$ cat src/rtl/lfrx_pkg.sv
package lfrx_pkg;

  localparam int unsigned PosW = 9;

  localparam logic [PosW-1:0] POS_TYPE     = PosW'(12);
  localparam logic [PosW-1:0] POS_ZERO     = PosW'(13);
  localparam logic [PosW-1:0] POS_PROTOCOL = PosW'(14);
  localparam logic [PosW-1:0] POS_CONTROL  = PosW'(15);
  localparam logic [PosW-1:0] POS_NUMBER   = PosW'(16);
  localparam logic [PosW-1:0] POS_LENGTH   = PosW'(17);
  localparam logic [PosW-1:0] POS_DATA     = PosW'(18);
  localparam logic [PosW-1:0] POS_MAX      = PosW'(511);

  localparam logic [7:0] TYPE_BASE  = 8'h30;
  localparam logic [7:0] PROTO_R    = 8'h52;

  localparam logic [7:0] CTRL_STX  = 8'd2;
  localparam logic [7:0] CTRL_EOT  = 8'd4;
  localparam logic [7:0] CTRL_ENQ  = 8'd5;
  localparam logic [7:0] CTRL_ACK  = 8'd6;
  localparam logic [7:0] CTRL_NACK = 8'd21;

  localparam logic KIND_DATA    = 1'b0;
  localparam logic KIND_VERDICT = 1'b1;

  typedef enum logic [1:0] {
    ST_IGNORED   = 2'd0,
    ST_ACCEPTED  = 2'd1,
    ST_UNKNOWN   = 2'd2,
    ST_TRUNCATED = 2'd3
  } lfrx_status_e;

  typedef struct packed {
    logic [7:0] rx_byte;
    logic       frame_end;
  } lfrx_byte_t;

  typedef struct packed {
    logic         kind;
    logic [7:0]   payload;
    lfrx_status_e status;
    logic [7:0]   control;
    logic [7:0]   protocol;
    logic [7:0]   number;
    logic         send;
    logic         nack;
    logic [7:0]   computed;
    logic [7:0]   received;
    logic         good;
  } lfrx_result_t;

endpackage

$ cat src/rtl/lfrx_in_stage.sv
module lfrx_in_stage (
  input  logic               clk_i,
  input  logic               rst_ni,
  input  logic               valid_i,
  output logic               ready_o,
  input  lfrx_pkg::lfrx_byte_t data_i,
  input  logic               advance_i,
  output logic               valid_o,
  output lfrx_pkg::lfrx_byte_t data_o
);
  import lfrx_pkg::*;

  logic       valid_q, valid_d;
  lfrx_byte_t data_q;

  // The held byte moves on in the same cycle that a new one arrives.
  assign ready_o = !valid_q || advance_i;

  always_comb begin
    valid_d = valid_q;
    if (ready_o) begin
      valid_d = valid_i;
    end
  end

  always_ff @(posedge clk_i or negedge rst_ni) begin
    if (!rst_ni) begin
      valid_q <= 1'b0;
    end else begin
      valid_q <= valid_d;
    end
  end

  always_ff @(posedge clk_i) begin
    if (ready_o && valid_i) begin
      data_q <= data_i;
    end
  end

  assign valid_o = valid_q;
  assign data_o  = data_q;

endmodule

$ cat src/rtl/lfrx_frame.sv
module lfrx_frame (
  input  logic                 clk_i,
  input  logic                 rst_ni,
  input  logic                 fire_i,
  input  lfrx_pkg::lfrx_byte_t data_i,
  input  logic [7:0]           group_i,
  output logic                 has_result_o,
  output lfrx_pkg::lfrx_result_t result_o
);
  import lfrx_pkg::*;

  logic [PosW-1:0] pos_q, pos_d;
  logic            tm_q, tm_d, tm_u;
  logic [7:0]      prot_q, prot_d, prot_u;
  logic [7:0]      ctrl_q, ctrl_d, ctrl_u;
  logic [7:0]      num_q, num_d, num_u;
  logic [7:0]      len_q, len_d, len_u;
  logic [7:0]      xor_q, xor_d, xor_u;
  logic [7:0]      chk_q, chk_d, chk_u;
  logic            seen_q, seen_d, seen_u;

  logic [PosW-1:0] check_pos;
  logic [7:0]      b;
  logic [7:0]      comp_raw;
  logic [7:0]      comp;
  logic            emit;
  lfrx_result_t    res;

  assign b         = data_i.rx_byte;
  assign check_pos = POS_DATA + PosW'(len_q);

  // Header capture and the running block check, as the byte position dictates.
  always_comb begin
    tm_u   = tm_q;
    prot_u = prot_q;
    ctrl_u = ctrl_q;
    num_u  = num_q;
    len_u  = len_q;
    xor_u  = xor_q;
    chk_u  = chk_q;
    seen_u = seen_q;
    emit   = 1'b0;
    if (pos_q == POS_TYPE) begin
      tm_u = (b == 8'(TYPE_BASE + group_i));
    end else if (pos_q == POS_ZERO) begin
      tm_u = tm_q && (b == 8'd0);
    end else if (pos_q == POS_PROTOCOL) begin
      prot_u = b;
    end else if (pos_q == POS_CONTROL) begin
      ctrl_u = b;
    end else if (pos_q == POS_NUMBER) begin
      num_u = b;
    end else if (pos_q == POS_LENGTH) begin
      len_u = b;
    end else if (pos_q >= POS_DATA && !seen_q) begin
      if (pos_q < check_pos) begin
        xor_u = xor_q ^ b;
        emit  = tm_q && (ctrl_q == CTRL_STX);
      end else if (pos_q == check_pos) begin
        chk_u  = b;
        seen_u = 1'b1;
      end
    end
  end

  // A zero-length frame checks against its own check byte; 0 and 255 read as 1.
  assign comp_raw = (len_u == 8'd0) ? chk_u : xor_u;
  assign comp     = (comp_raw == 8'd0 || comp_raw == 8'hFF) ? 8'd1 : comp_raw;

  always_comb begin
    res          = '0;
    res.status   = ST_IGNORED;
    has_result_o = 1'b0;
    if (!data_i.frame_end) begin
      if (emit) begin
        has_result_o = 1'b1;
        res.kind     = KIND_DATA;
        res.payload  = b;
      end
    end else begin
      has_result_o = 1'b1;
      res.kind     = KIND_VERDICT;
      if (pos_q < POS_ZERO || !tm_u) begin
        res.status = ST_IGNORED;
      end else if (pos_q < POS_NUMBER) begin
        res.status = ST_TRUNCATED;
        if (pos_q >= POS_PROTOCOL) begin
          res.protocol = prot_u;
        end
        if (pos_q >= POS_CONTROL) begin
          res.control = ctrl_u;
        end
      end else begin
        res.status   = ST_ACCEPTED;
        res.control  = ctrl_u;
        res.protocol = prot_u;
        res.number   = num_u;
        case (ctrl_u) inside
          CTRL_ENQ: begin
            res.send = 1'b1;
          end
          CTRL_EOT: begin
            res.send = (prot_u == PROTO_R);
          end
          CTRL_ACK, CTRL_NACK: begin
          end
          CTRL_STX: begin
            if (!seen_u) begin
              res.status = ST_TRUNCATED;
            end else begin
              res.computed = comp;
              res.received = chk_u;
              res.send     = 1'b1;
              res.good     = (comp == chk_u);
              res.nack     = (comp != chk_u);
            end
          end
          default: begin
            res.status = ST_UNKNOWN;
          end
        endcase
      end
    end
  end

  assign result_o = res;

  // The end mark returns every per-frame register to zero.
  always_comb begin
    pos_d  = pos_q;
    tm_d   = tm_q;
    prot_d = prot_q;
    ctrl_d = ctrl_q;
    num_d  = num_q;
    len_d  = len_q;
    xor_d  = xor_q;
    chk_d  = chk_q;
    seen_d = seen_q;
    if (fire_i) begin
      if (data_i.frame_end) begin
        pos_d  = '0;
        tm_d   = 1'b0;
        prot_d = '0;
        ctrl_d = '0;
        num_d  = '0;
        len_d  = '0;
        xor_d  = '0;
        chk_d  = '0;
        seen_d = 1'b0;
      end else begin
        pos_d  = (pos_q == POS_MAX) ? pos_q : pos_q + PosW'(1);
        tm_d   = tm_u;
        prot_d = prot_u;
        ctrl_d = ctrl_u;
        num_d  = num_u;
        len_d  = len_u;
        xor_d  = xor_u;
        chk_d  = chk_u;
        seen_d = seen_u;
      end
    end
  end

  always_ff @(posedge clk_i or negedge rst_ni) begin
    if (!rst_ni) begin
      pos_q  <= '0;
      tm_q   <= 1'b0;
      prot_q <= '0;
      ctrl_q <= '0;
      num_q  <= '0;
      len_q  <= '0;
      xor_q  <= '0;
      chk_q  <= '0;
      seen_q <= 1'b0;
    end else begin
      pos_q  <= pos_d;
      tm_q   <= tm_d;
      prot_q <= prot_d;
      ctrl_q <= ctrl_d;
      num_q  <= num_d;
      len_q  <= len_d;
      xor_q  <= xor_d;
      chk_q  <= chk_d;
      seen_q <= seen_d;
    end
  end

endmodule

$ cat src/rtl/lfrx_out_reg.sv
module lfrx_out_reg (
  input  logic                   clk_i,
  input  logic                   rst_ni,
  input  logic                   load_i,
  input  lfrx_pkg::lfrx_result_t result_i,
  output logic                   free_o,
  output logic                   valid_o,
  input  logic                   ready_i,
  output lfrx_pkg::lfrx_result_t result_o
);
  import lfrx_pkg::*;

  logic         valid_q, valid_d;
  lfrx_result_t result_q;

  assign free_o = !valid_q || ready_i;

  always_comb begin
    valid_d = valid_q;
    if (free_o) begin
      valid_d = load_i;
    end
  end

  always_ff @(posedge clk_i or negedge rst_ni) begin
    if (!rst_ni) begin
      valid_q <= 1'b0;
    end else begin
      valid_q <= valid_d;
    end
  end

  always_ff @(posedge clk_i) begin
    if (free_o && load_i) begin
      result_q <= result_i;
    end
  end

  assign valid_o  = valid_q;
  assign result_o = result_q;

endmodule

$ cat src/rtl/link_frame_receiver_xor_check.sv
// Receives basic-mode link frames one byte per transfer, with an end mark on
// the last byte, and checks the XOR block check of STX frames. Data bytes of a
// matching STX frame come out as they arrive (result_kind 0), and the last byte
// of every frame yields one verdict (result_kind 1) with status, header echo
// and the ACK/NACK reply decision; bytes that cause neither give no result.
// The block takes one byte in every cycle while the output side is ready: a byte
// passes an input register, the frame state updates, and the result lands in an
// output register. Either side may stall without losing a transfer.
// group_number is written through the cfg channel, which is always ready and
// should only be written while no frame is in flight.
module link_frame_receiver_xor_check (
  input  logic       clk_i,
  input  logic       rst_ni,

  input  logic       cfg_valid_i,
  output logic       cfg_ready_o,
  input  logic [7:0] cfg_data_i,

  input  logic       in_valid_i,
  output logic       in_ready_o,
  input  logic [7:0] rx_byte_i,
  input  logic       frame_end_i,

  output logic       out_valid_o,
  input  logic       out_ready_i,
  output logic       result_kind_o,
  output logic [7:0] payload_byte_o,
  output logic [1:0] frame_status_o,
  output logic [7:0] control_code_o,
  output logic [7:0] protocol_char_o,
  output logic [7:0] frame_number_o,
  output logic       send_reply_o,
  output logic       reply_is_nack_o,
  output logic [7:0] computed_check_o,
  output logic [7:0] received_check_o,
  output logic       payload_good_o
);
  import lfrx_pkg::*;

  logic [7:0]   group_q, group_d;
  lfrx_byte_t   in_data;
  lfrx_byte_t   stage_data;
  logic         stage_valid;
  logic         out_free;
  logic         fire;
  logic         has_result;
  lfrx_result_t frame_result;
  lfrx_result_t out_result;

  assign cfg_ready_o = 1'b1;

  always_comb begin
    group_d = group_q;
    if (cfg_valid_i) begin
      group_d = cfg_data_i;
    end
  end

  always_ff @(posedge clk_i or negedge rst_ni) begin
    if (!rst_ni) begin
      group_q <= '0;
    end else begin
      group_q <= group_d;
    end
  end

  assign in_data.rx_byte   = rx_byte_i;
  assign in_data.frame_end = frame_end_i;

  // A held byte is processed once the output register can take what it yields.
  assign fire = stage_valid && out_free;

  lfrx_in_stage u_in_stage (
    .clk_i     (clk_i),
    .rst_ni    (rst_ni),
    .valid_i   (in_valid_i),
    .ready_o   (in_ready_o),
    .data_i    (in_data),
    .advance_i (out_free),
    .valid_o   (stage_valid),
    .data_o    (stage_data)
  );

  lfrx_frame u_frame (
    .clk_i        (clk_i),
    .rst_ni       (rst_ni),
    .fire_i       (fire),
    .data_i       (stage_data),
    .group_i      (group_q),
    .has_result_o (has_result),
    .result_o     (frame_result)
  );

  lfrx_out_reg u_out_reg (
    .clk_i    (clk_i),
    .rst_ni   (rst_ni),
    .load_i   (fire && has_result),
    .result_i (frame_result),
    .free_o   (out_free),
    .valid_o  (out_valid_o),
    .ready_i  (out_ready_i),
    .result_o (out_result)
  );

  assign result_kind_o    = out_result.kind;
  assign payload_byte_o   = out_result.payload;
  assign frame_status_o   = out_result.status;
  assign control_code_o   = out_result.control;
  assign protocol_char_o  = out_result.protocol;
  assign frame_number_o   = out_result.number;
  assign send_reply_o     = out_result.send;
  assign reply_is_nack_o  = out_result.nack;
  assign computed_check_o = out_result.computed;
  assign received_check_o = out_result.received;
  assign payload_good_o   = out_result.good;

endmodule

$ cat config.mk
export PLATFORM = sky130hd
export DESIGN_NAME = link_frame_receiver_xor_check
export DESIGN_NICKNAME = d
export VERILOG_FILES = /design/src/rtl/lfrx_pkg.sv /design/src/rtl/lfrx_in_stage.sv /design/src/rtl/lfrx_frame.sv /design/src/rtl/lfrx_out_reg.sv /design/src/rtl/link_frame_receiver_xor_check.sv
export SDC_FILE = /design/constraint.sdc
export NUM_CORES = 1
export LEC_CHECK = 0
export BUFFER_PORTS_ARGS = -buffer_cell sky130_fd_sc_hd__buf_2
export CAP_MARGIN = 10
export CORE_MARGIN = 4
export CORE_UTILIZATION = 53
export CTS_BUF_LIST = sky130_fd_sc_hd__clkbuf_8 sky130_fd_sc_hd__clkbuf_16
export CTS_CLUSTER_DIAMETER = 200
export DETAILED_ROUTE_END_ITERATION = 10
export PLACE_DENSITY = 0.78
export SLEW_MARGIN = 20
export SYNTH_ARGS = -nofsm -noshare
export SYNTH_HDL_FRONTEND = slang
export SYNTH_SLANG_ARGS = --single-unit
$ cat constraint.sdc
create_clock -name clk_i -period 5.7 [get_ports clk_i]
set_input_delay 0.285 -clock clk_i [delete_from_list [all_inputs] [get_ports clk_i]]
set_output_delay 0.285 -clock clk_i [all_outputs]
set_load 0.02 [all_outputs]
==> run summary <==
outcome: complete, no violations
part of the cycle the worst path needs: 0.816
clock group share of total power: 0.456
XOR/XNOR Fraction of Synth Area: 0.0272
Reg2Reg Setup Slack: 1.05 ns
initial antenna violation count: 0
drt drc: 0
Post-synth EDFFs: 63
n_diodes: 0
crit-path cells: ha_1, a21oi_1, nor2_1, xnor2_1, ha_1, a21o_1, a21o_1, a21oi_1, a21oi_1, o21ai_0, nand2_1, nor4_2, nand2_1, a211oi_2, a211oi_2, o31a_1
Post-Syn Instances: 728
GR Util All Layers: 0.251
Post-CTS Setup Inserts: 0
Post-Syn Area: 7090 µm²
Leak: 0.00336 µW
min Tclk post-route: 4.65 ns
Sink Count: 132
setup violators final: 0
deepest clock path buffer count: 2
P_int: 1960 µW
Sequential Power Share: 0.430
Worst Clk Skew: 0.00949 ns
Reg clk slew, reported paths: 0.06 ns
initial core utilization: 0.551
Worst path slowest cell: a21oi_1
Hold EP: u_in_stage.data_o[0]
Hold Buf Count CTS: 0
mux share of post-synthesis cell area: 0.0254
HPWL after DPL: 12.4 mm
synth unique cells: 69
crit end category: flip-flop
# resized after CTS: 0
core area: 12900 µm²
Main synth FF type: dfrtp_1
first-pass GRT wire length: 29.2 mm
Cell Pwr Density: 319 nW/µm²
crit-path max cell delay: 0.70 ns
Synth Register Bits: 132
vias in the first global route: 5836
clock buffer count from CTS: 17
max-cap violation count: 0
Clock Tree Root: clkbuf_16
Rel. slew slack: 0.281
total grt overflow: 0
r2r endpoint: u_out_reg.result_o[17]
Clk Latency, worst-skew pair: 0.43 ns
critical path arrival: 4.83 ns
Final Worst Setup Slack: 1.05 ns
crit path buf inv count: 0
pre-CTS WS: 1.22 ns
die area: 15300 µm²
Psw: 687 µW
Max Fclk: 215 MHz
YS warnings: 0
Post-Route Setup TNS: 0 ns
TritonRoute pass-1 iters: 7
synth cell count leaders: nand2_1, nor2_1, dfrtp_1
fraction of the mapped netlist area in adder cells: 0.0282
Synth Area in Simple Gates: 0.183
pins over their slew limit: 0
GPL Wtd Cong: 0.974
Sw Share: 0.260
RSZ-0062 raised after global routing: no
Area growth syn-to-layout: 16.9%
combinational cell fraction of total power: 0.114
Final Hold Fails: 0
vias: 6057
register area share after synthesis: 0.510
largest net degree at the start of global routing: 70
most common cell in the netlist: nand2_1
Cells after DPL: 947
Die Y: 124 µm
Compound-Gate Fraction of Synth Area: 0.191
CTS tree: built
Worst Path Required: 5.87 ns
hold path startpoint: frame_end_i
Layout Cell Area excl Fill: 8290 µm²
nets@finish: 832
via/cell ratio: 6.19
Area after DPL: 7640 µm²
fin cells: 979
Crit path top cell by count: a21oi_1
fraction of layout cells with a size suffix above 1: 0.181
Synth Area per Inst: 9.74 µm²
die width: 124 µm
reg2reg start: u_frame.len_q[1]
CP delay by family, top: compound AO/OA/AOI/OAI gates
Antenna Nets Post-Route: 0
ranking of synthesized cells by area: edfxtp_1, dfrtp_1, nand2_1
critical path class: flip-flop to flip-flop
filler cell count: 1027
worst reg-to-reg path cell count: 16
Wirelength per Cell: 18.8 µm
Peak VDD IR: 0.182 mV
Rows: 41
Slew @ Worst Pin: 1.05 ns
Worst Hold Class: input pin to flip-flop
htree depth: 4
Synth top area share: 0.267
asr flop ratio synth: 0.523
routed wire length: 18.5 mm
Post-Syn Nets: 766
post-route core utilization: 0.644
largest family of logic cells by synthesized area: compound AO/OA/AOI/OAI gates
crit start category: flip-flop
IO Count: 79
Hold Path Depth: 1
Yosys top cell by area: edfxtp_1
crit-path max FO: 13
count of input and output buffers: 77
DR iter-0 viols: 675
==> power groups by stage <==
stage | Clock, µW | Combinational, µW | Sequential (µW)
3_5_place_dp | 0 | 295 | 1150
5_1_grt | 1260 | 333 | 1140
4_1_cts | 1210 | 298 | 1140
3_3_place_gp | 0 | 282 | 1150
2_1_floorplan | 0 | 189 | 1150
6_report | 1210 | 301 | 1140
==> cell type report <==
class                           instances  area (µm²)  share of cell area
Clock buffer                           17         425              0.0513
Clock inverter                         15         228              0.0275
Multi-Input combinational cell        534        3240               0.391
Tap cell                              172         215              0.0260
Sequential cell                       132        3620               0.437
Timing Repair Buffer                   89         488              0.0589
Inverter                               20        75.1             0.00906
==> how the worst max path moves through the flow <==
stage,startpoint,to,slack (ns),cells after the start
2_1_floorplan,u_frame.len_q[1],u_out_reg.result_o[0],0.44,13
3_3_place_gp,u_frame.len_q[1],u_out_reg.result_o[17],1.34,16
3_5_place_dp,u_frame.len_q[1],u_out_reg.result_o[17],1.22,16
4_1_cts,u_frame.len_q[1],u_out_reg.result_o[17],1.18,16
5_1_grt,u_frame.len_q[1],u_out_reg.result_o[17],0.69,16
6_report,u_frame.len_q[1],u_out_reg.result_o[17],1.05,16
==> registers in the layout, indices dropped and copies added (netlist names) <==
name	count
u_frame.seen_q	1
u_in_stage.data_o	9
u_frame.xor_q	8
u_frame.ctrl_q	8
u_out_reg.result_o	54
u_frame.prot_q	8
group_q	8
u_frame.len_q	8
u_out_reg.valid_o	1
u_frame.chk_q	8
u_frame.tm_q	1
u_frame.num_q	8
u_in_stage.valid_o	1
u_frame.pos_q	9
==> layout by cell type, fill, tap and decap left out, types with 4 or more instances in the layout <==
cell,count
buf_4,11
xor2_1,9
xnor2_1,13
buf_2,77
a21boi_0,16
a211oi_1,4
a31oi_1,5
a22o_1,13
nand2_1,104
nor2b_1,4
clkbuf_16,17
a21o_1,7
inv_1,21
nor4_1,5
nor3_1,11
a21oi_1,53
o31ai_1,5
or3_1,7
o21ai_0,66
dfrtp_1,69
mux2i_1,9
o221a_2,4
nand2b_1,6
a22oi_1,9
bufinv_16,5
and4_1,6
nand4_1,9
ha_1,16
nand3_1,18
and2_1,6
edfxtp_1,63
mux2_2,7
nor2_1,70
==> cells by family (layout without fill, tap and decap cells) <==
kind of cell	after synthesis	in the layout
buffers and inverters	62	141
AO/OA/AOI/OAI	210	210
AND/OR/NAND/NOR	268	268
adder cells (fa/ha/maj)	16	16
other	1	1
flip-flops	132	132
multiplexers	17	17
XOR/XNOR	22	22
==> worst reg2reg max path, cell delays in order, from the launching register on <==
cell	delay, ns
dfrtp_1	0.43
ha_1	0.24
a21oi_1	0.22
nor2_1	0.09
xnor2_1	0.14
ha_1	0.33
a21o_1	0.16
a21o_1	0.20
a21oi_1	0.70
a21oi_1	0.13
o21ai_0	0.36
nand2_1	0.20
nor4_2	0.37
nand2_1	0.22
a211oi_2	0.25
a211oi_2	0.07
o31a_1	0.29
==> routing by layer <==
layer  global-route usage  vias to the layer above  wire length (µm)
met2                0.409                      342              8880
met4                0.123                        0               520
met1                0.318                     2872              7490
li1                     -                     2794                 -
met5                    0                        -                 0
met3               0.0513                       49              1560
==> per-stage QoR <==
stage	hold slack, ns	total power, µW
global placement	0.462	1430
finish	0.0292	2650
floorplan	-0.0106	1340
global route	0.0168	2740
CTS	0.0200	2650
detailed placement	0.463	1450
Note: power is estimated with default switching activity, not from simulation.
